==> src/sv/msc_pkg.sv <==
// Shared types, opcode and function codes, and defaults for the MIPS subset core.
// Used by every module of the core; depends on nothing.
`timescale 1ns / 1ps

package msc_pkg;

    localparam int MEM_DEPTH_DEF = 4096;

    localparam logic [31:0] STACK_START_RST = 32'd16777216;
    localparam logic [31:0] SENTINEL_RST    = 32'hFFFF_FFFF;
    localparam logic [31:0] ADDR_LIMIT      = 32'd16777216;

    // Width of a non-faulting word address (at most the address limit itself).
    localparam int ADDR_SRC_W = 25;

    localparam logic [4:0] REG_V0 = 5'd2;
    localparam logic [4:0] REG_SP = 5'd29;
    localparam logic [4:0] REG_RA = 5'd31;

    localparam logic CFG_STACK_START     = 1'b0;
    localparam logic CFG_RETURN_SENTINEL = 1'b1;

    localparam logic [5:0] OP_SPECIAL = 6'd0;
    localparam logic [5:0] OP_J       = 6'd2;
    localparam logic [5:0] OP_JAL     = 6'd3;
    localparam logic [5:0] OP_BEQ     = 6'd4;
    localparam logic [5:0] OP_BNE     = 6'd5;
    localparam logic [5:0] OP_ADDIU   = 6'd9;
    localparam logic [5:0] OP_SLTI    = 6'd10;
    localparam logic [5:0] OP_LW      = 6'd35;
    localparam logic [5:0] OP_SW      = 6'd43;

    localparam logic [5:0] FN_NOP  = 6'd0;
    localparam logic [5:0] FN_JR   = 6'd8;
    localparam logic [5:0] FN_MFLO = 6'd18;
    localparam logic [5:0] FN_MULT = 6'd24;
    localparam logic [5:0] FN_ADDU = 6'd33;
    localparam logic [5:0] FN_MOVE = 6'd37;

    typedef enum logic [1:0] {
        CLS_NOP = 2'd0,
        CLS_R   = 2'd1,
        CLS_I   = 2'd2,
        CLS_J   = 2'd3
    } t_class;

    typedef struct packed {
        logic        we;
        logic [4:0]  addr;
        logic [31:0] data;
    } t_rf_wr;

    typedef struct packed {
        logic [31:0] next_pc;
        logic        halted;
        t_class      cls;
        logic        wr;
        logic        from_mem;
        logic [4:0]  idx;
        logic [31:0] val;
        logic        stored;
        logic        fault;
        logic [31:0] rc;
        logic [31:0] ic;
        logic [31:0] jc;
    } t_wb_rec;

endpackage

==> src/sv/msc_regfile.sv <==
// Register file: 32 words in a synchronous RAM with two registered read ports and one
// write port, plus per-entry valid bits that stand in for the reset contents.
// Depends on msc_pkg.
`timescale 1ns / 1ps

module msc_regfile (
    input  logic              i_clk,
    input  logic              i_rst_n,
    input  logic              i_re,
    input  logic [4:0]        i_ra,
    input  logic [4:0]        i_rb,
    input  msc_pkg::t_rf_wr   i_wr,
    input  logic              i_clr_sp,
    input  logic              i_clr_ra,
    input  logic [31:0]       i_stack_start,
    input  logic [31:0]       i_sentinel,
    output logic [31:0]       o_qa,
    output logic [31:0]       o_qb
);

    logic [31:0] mem [32];
    logic [31:0] r_valid;
    logic [31:0] r_qa;
    logic [31:0] r_qb;
    logic        r_va;
    logic        r_vb;
    logic [4:0]  r_ra;
    logic [4:0]  r_rb;

    function automatic logic [31:0] rst_val(input logic [4:0] idx,
                                            input logic [31:0] sp,
                                            input logic [31:0] ra);
        logic [31:0] v;
        v = 32'd0;
        if (idx == msc_pkg::REG_SP) v = sp;
        if (idx == msc_pkg::REG_RA) v = ra;
        return v;
    endfunction

    always_ff @(posedge i_clk) begin
        if (i_wr.we) begin
            mem[i_wr.addr] <= i_wr.data;
        end
        if (i_re) begin
            r_qa <= (i_wr.we && i_wr.addr == i_ra) ? i_wr.data : mem[i_ra];
            r_qb <= (i_wr.we && i_wr.addr == i_rb) ? i_wr.data : mem[i_rb];
            r_ra <= i_ra;
            r_rb <= i_rb;
        end
    end

    always_ff @(posedge i_clk) begin
        if (!i_rst_n) begin
            r_valid <= 32'd0;
            r_va    <= 1'b0;
            r_vb    <= 1'b0;
        end else begin
            if (i_re) begin
                r_va <= r_valid[i_ra] || (i_wr.we && i_wr.addr == i_ra);
                r_vb <= r_valid[i_rb] || (i_wr.we && i_wr.addr == i_rb);
            end
            if (i_wr.we) begin
                r_valid[i_wr.addr] <= 1'b1;
            end
            if (i_clr_sp) begin
                r_valid[msc_pkg::REG_SP] <= 1'b0;
            end
            if (i_clr_ra) begin
                r_valid[msc_pkg::REG_RA] <= 1'b0;
            end
        end
    end

    assign o_qa = r_va ? r_qa : rst_val(r_ra, i_stack_start, i_sentinel);
    assign o_qb = r_vb ? r_qb : rst_val(r_rb, i_stack_start, i_sentinel);

endmodule

==> config.mk <==
export PLATFORM = sky130hd
export DESIGN_NAME = msc_regfile
export DESIGN_NICKNAME = d
export VERILOG_FILES = /design/src/sv/msc_pkg.sv /design/src/sv/msc_regfile.sv
export SDC_FILE = /design/constraint.sdc
export NUM_CORES = 1
export LEC_CHECK = 0
export BUFFER_PORTS_ARGS = -buffer_cell sky130_fd_sc_hd__buf_2
export CAP_MARGIN = 40
export CORE_MARGIN = 10
export CORE_UTILIZATION = 60
export CTS_CLUSTER_DIAMETER = 30
export CTS_CLUSTER_SIZE = 28
export DETAILED_ROUTE_END_ITERATION = 10
export GPL_TIMING_DRIVEN = 1
export PLACE_DENSITY = 0.78
export SLEW_MARGIN = 0
export SYNTH_ARGS = -nofsm -noshare
export SYNTH_HDL_FRONTEND = slang
export SYNTH_SLANG_ARGS = --single-unit
==> constraint.sdc <==
create_clock -name i_clk -period 4.7 [get_ports i_clk]
set_input_delay 0.94 -clock i_clk [delete_from_list [all_inputs] [get_ports i_clk]]
set_output_delay 0.94 -clock i_clk [all_outputs]
set_load 0.01 [all_outputs]
==> report_table.html <==
<table>
<tr><th>Metric</th><th>Value</th></tr>
<tr><th colspan="2">Clock network</th></tr>
<tr><td>Clock sink count</td><td>1132</td></tr>
<tr><td>Inserted Clock Buffers</td><td>198</td></tr>
<tr><td>Number of hold buffers added after cts</td><td>0</td></tr>
<tr><td>Maximum buffer depth of the clock tree</td><td>3</td></tr>
<tr><td>Number of H-tree levels</td><td>4</td></tr>
<tr><td>Post-cts resize count</td><td>0</td></tr>
<tr><td>Clk_lat worst skew</td><td>0.81 ns</td></tr>
<tr><td>Reg clk slew, reported paths</td><td>0.05 ns</td></tr>
<tr><td>Cell at the root of the clock tree</td><td>sky130_fd_sc_hd__clkbuf_16</td></tr>
<tr><td>TritonCTS clock tree</td><td>done</td></tr>
<tr><td>Post-CTS Setup Bufs</td><td>0</td></tr>
<tr><th colspan="2">Critical path</th></tr>
<tr><td>Startpoint kind of the worst setup timing path</td><td>flip-flop</td></tr>
<tr><td>Critical path capture point type</td><td>output pin</td></tr>
<tr><td>FF-to-FF End</td><td>r_qa[30]</td></tr>
<tr><td>Worst setup slack for register-to-register paths</td><td>2.61 ns</td></tr>
<tr><td>Data required, critical path</td><td>approximately 3.8 ns</td></tr>
<tr><td>Arrival time at the worst endpoint</td><td>3.11 ns</td></tr>
<tr><td>Largest fanout of any net on the critical path</td><td>8</td></tr>
<tr><td>Critical path class</td><td>reg -&gt; out</td></tr>
<tr><td>Cell depth of the worst flop-to-flop path</td><td>5</td></tr>
<tr><td>Start of the worst register-to-register path</td><td>mem[21][30]</td></tr>
<tr><th colspan="2">Finish</th></tr>
<tr><td>Area growth from synthesis to layout</td><td>19.36%</td></tr>
<tr><td>Fraction of final layout cells with drive strength greater than 1</td><td>39.37%</td></tr>
<tr><td>Sequential Area</td><td>between 0.03 and 0.04 mm²</td></tr>
<tr><td>Area of combinational cells with multiple inputs</td><td>0.01713 mm²</td></tr>
<tr><td>Cell area after layout</td><td>just over 0.06 mm²</td></tr>
<tr><td>Net count of the finished layout</td><td>about 3100</td></tr>
<tr><td>Fillers</td><td>about 4700</td></tr>
<tr><th colspan="2">Timing</th></tr>
<tr><td>F_max</td><td>247.1 MHz</td></tr>
<tr><td>Minimum clock period after layout</td><td>between 4 and 5 ns</td></tr>
<tr><td>Count of endpoints failing setup in the final report</td><td>0</td></tr>
<tr><td>Relative slew slack</td><td>32.04%</td></tr>
<tr><td>Tcrit/Tclk final</td><td>86.11%</td></tr>
<tr><td>Final max-slew violation count</td><td>0</td></tr>
<tr><td>RSZ-0062 raised after global routing</td><td>false</td></tr>
<tr><td>Post-Route Skew</td><td>around 0.051 ns</td></tr>
<tr><td>Summed negative setup slack over all endpoints</td><td>0 ns</td></tr>
<tr><td>Measured slew at the worst slew-check pin</td><td>1.019 ns</td></tr>
<tr><td>Number of failing hold endpoints at the final stage</td><td>0</td></tr>
<tr><th colspan="2">Global route</th></tr>
<tr><td>Grt ovf</td><td>0</td></tr>
<tr><td>Antenna violations before repair</td><td>9</td></tr>
<tr><td>Via count of the first global-routing pass</td><td>35380</td></tr>
<tr><td>Combined global-route utilization of all metal layers</td><td>35.81%</td></tr>
<tr><td>Global-route wire length before repair</td><td>252300 µm</td></tr>
<tr><td>Largest net degree at the start of global routing</td><td>83</td></tr>
<tr><td>Met2 track utilization from global routing</td><td>53.45%</td></tr>
<tr><td>Met3 Usage GRT</td><td>14.35%</td></tr>
<tr><td>Met1 track utilization from global routing</td><td>44.35%</td></tr>
<tr><td>GR peak layer</td><td>met2</td></tr>
<tr><th colspan="2">Synth</th></tr>
<tr><td>Fraction of post-synthesis cell area in the top cell type by area</td><td>63.73%</td></tr>
<tr><td>Post-synthesis share of cell area spent on and, or, nand and nor gates</td><td>2.692%</td></tr>
<tr><td>Yosys warnings</td><td>0</td></tr>
<tr><td>Mapped Avg Cell Area</td><td>19.29 µm²</td></tr>
<tr><td>Compound-gate portion of the synthesized area</td><td>approximately 5.2%</td></tr>
<tr><td>Xor-xnor portion of the synthesized cell area</td><td>0.1693%</td></tr>
<tr><td>Most instantiated flip-flop cell in the synthesis netlist</td><td>sky130_fd_sc_hd__edfxtp_1</td></tr>
<tr><td>Flip-flop and latch count after synthesis</td><td>1132</td></tr>
<tr><td>Most repeated cell in the gate-level netlist after synthesis</td><td>sky130_fd_sc_hd__edfxtp_1</td></tr>
<tr><td>Cells taking the most area after synthesis</td><td>sky130_fd_sc_hd__edfxtp_1 64%, sky130_fd_sc_hd__mux4_2 23%, sky130_fd_sc_hd__o22ai_1 3.0%</td></tr>
<tr><td>Synthesized area</td><td>between 0.05 and 0.06 mm²</td></tr>
<tr><td>Yosys cell types</td><td>36</td></tr>
<tr><td>Multiplexer share of the synthesized area</td><td>between 20% and 30%</td></tr>
<tr><td>Synthesized netlist net count</td><td>2799</td></tr>
<tr><td>Number of flops mapped to enable cells by yosys</td><td>around 1100</td></tr>
<tr><td>Cell type with the largest total area after synthesis</td><td>sky130_fd_sc_hd__edfxtp_1</td></tr>
<tr><td>Seq/Total Area, Yosys</td><td>between 60 and 70%</td></tr>
<tr><td>List of most frequent post-synthesis cells</td><td>1098 x sky130_fd_sc_hd__edfxtp_1, 532 x sky130_fd_sc_hd__mux4_2, 252 x sky130_fd_sc_hd__o22ai_1</td></tr>
<tr><td>Gate count of the mapped netlist</td><td>between 2000 and 3000</td></tr>
<tr><td>Async set or reset register ratio after synthesis</td><td>0%</td></tr>
<tr><td>Combinational family with the most area after synthesis</td><td>multiplexers</td></tr>
<tr><td>Adder-Cell Fraction of Synth Area</td><td>0%</td></tr>
<tr><th colspan="2">Drt</th></tr>
<tr><td>Wire length after detailed routing</td><td>roughly 180000 µm</td></tr>
<tr><td>Final antenna-violating net count</td><td>0</td></tr>
<tr><td>Router iterations before antenna repair</td><td>7</td></tr>
<tr><td>First-iteration detailed-routing DRC count</td><td>5643</td></tr>
<tr><td>Avg Vias per Cell</td><td>7.887</td></tr>
<tr><td>DRC viols</td><td>0</td></tr>
<tr><td>Post-DR wirelength/cell</td><td>41.08 µm</td></tr>
<tr><td>Via Count</td><td>33690</td></tr>
<tr><th colspan="2">Worst hold path</th></tr>
<tr><td>Cell depth of the worst hold path</td><td>2</td></tr>
<tr><td>Hold WC Path Type</td><td>in -&gt; reg</td></tr>
<tr><td>Capture endpoint of the worst hold path</td><td>r_valid[29]</td></tr>
<tr><td>Source of the worst hold timing path</td><td>i_clr_sp</td></tr>
<tr><th colspan="2">Floorplan</th></tr>
<tr><td>Core area</td><td>roughly 0.085 mm²</td></tr>
<tr><td>Area of the die</td><td>0.09837 mm²</td></tr>
<tr><td>Cell row count</td><td>107</td></tr>
<tr><td>Die Ht</td><td>313.6 µm</td></tr>
<tr><td>Initial standard-cell utilization of the core</td><td>60.57%</td></tr>
<tr><td>Top Ports</td><td>181</td></tr>
<tr><td>Die width</td><td>around 310 µm</td></tr>
<tr><th colspan="2">Placement</th></tr>
<tr><td>Buffers added on ports</td><td>180</td></tr>
<tr><td>Dpl cell area</td><td>~0.055 mm²</td></tr>
<tr><td>Routability cong.</td><td>between 0.8 and 0.9</td></tr>
<tr><td>Half-perimeter wire length after detailed placement</td><td>between 90000 and 100000 µm</td></tr>
<tr><th colspan="2">Power and ir drop</th></tr>
<tr><td>Cell Pwr Density</td><td>462.0 mW/mm²</td></tr>
<tr><td>Lkg Pwr</td><td>20.18 nW</td></tr>
<tr><td>Max VDD drop</td><td>385.7 µV</td></tr>
<tr><th colspan="2">Outcome</th></tr>
<tr><td>Outcome</td><td>finished, final reports clean</td></tr>
<tr><th colspan="2">Flow run</th></tr>
<tr><td>Count of max-cap constraint violations</td><td>0</td></tr>
</table>
-- stage by stage --
stage / setup slack (ns) / std cells / hold WS [ns] / total power [mW] / utilization, %
after detailed placement: 1.245 / 3894 / 0.4738 / 13.37 / 63.89
after floorplan: 1.138 / 2682 / 0.4519 / 12.66 / -
final: 0.6527 / 4271 / 0.3110 / 28.53 / 72.30
after global placement: 1.301 / 3889 / 0.4587 / 13.29 / 63.79
after global routing: 0.7467 / 4269 / 0.3010 / 29.07 / 72.29
after CTS: 0.7546 / 4267 / 0.2834 / 28.46 / 72.26
-- registers in the layout, indices dropped and copies added (netlist names) --
register  cells
r_rb          5
r_vb          1
r_valid      32
r_qa         32
r_va          1
r_ra          5
r_qb         32
mem        1024
-- worst max-delay path by stage --
stage	start	to	slack [ns]	cells after the start
floorplan	i_wr[32]	mem[28][0]	1.14	4
global placement	i_ra[0]	r_qa[16]	1.30	6
detailed placement	i_ra[0]	r_qa[16]	1.25	6
CTS	r_rb[1]	o_qb[5]	0.75	4
global route	r_rb[1]	o_qb[8]	0.75	5
finish	r_rb[1]	o_qb[4]	0.65	4
-- placed cells by master (no fill, tap or decap), types with 21 or more instances in the layout --
cell and n:
sky130_fd_sc_hd__o31ai_1 64, sky130_fd_sc_hd__mux2i_1 66, sky130_fd_sc_hd__o21ai_1 64, sky130_fd_sc_hd__clkinv_1 21, sky130_fd_sc_hd__or4_1 63, sky130_fd_sc_hd__clkbuf_16 204
sky130_fd_sc_hd__bufinv_16 32, sky130_fd_sc_hd__buf_2 175, sky130_fd_sc_hd__clkinvlp_4 30, sky130_fd_sc_hd__nor2_4 32, sky130_fd_sc_hd__o22ai_1 252, sky130_fd_sc_hd__mux4_2 532
sky130_fd_sc_hd__o21a_1 31, sky130_fd_sc_hd__edfxtp_1 1098, sky130_fd_sc_hd__nand2_1 138, sky130_fd_sc_hd__dfxtp_1 32, sky130_fd_sc_hd__clkinv_2 25, sky130_fd_sc_hd__buf_4 84
sky130_fd_sc_hd__buf_12 35
-- final cells by class --
type | count | area share (%)
clock inverter | 152 | 3.181
timing repair buffer | 303 | 3.833
sequential | 1132 | 54.51
inverter | 4 | 0.02431
tap | 1144 | 2.318
antenna | 3 | 0.01216
multi-input combinational | 1312 | 27.74
clock buffer | 221 | 8.386
-- where the power goes --
group / internal, mW / switching, mW
logic: 0.763 / 1.11
registers: 11.3 / 0.132
clock network: 9.81 / 5.43
total: 21.9 / 6.67
-- worst max-delay path: stages, from the launching register on --
cell	delay (ns)
sky130_fd_sc_hd__edfxtp_1	0.84
sky130_fd_sc_hd__buf_4	0.36
sky130_fd_sc_hd__mux2i_1	0.12
sky130_fd_sc_hd__o31ai_1	0.72
sky130_fd_sc_hd__buf_2	0.28
-- kinds of logic after synthesis --
group                  count (synthesis)
buffers and inverters                238
XOR/XNOR                              10
AND/OR/NAND/NOR                      279
AO/OA/AOI/OAI                        424
multiplexers                         599
flip-flops                          1132
-- metal layers --
layer  share of wire (%)  vias to the layer above  wire length, µm
met1                  31                    16900            54040
met4                 6.5                       16            11380
met5                0.15                        -              258
met2                  46                     3621            80260
li1                    -                    12320                -
met3                  17                      833            29510
No activity file was read; power rests on OpenSTA's default activity.
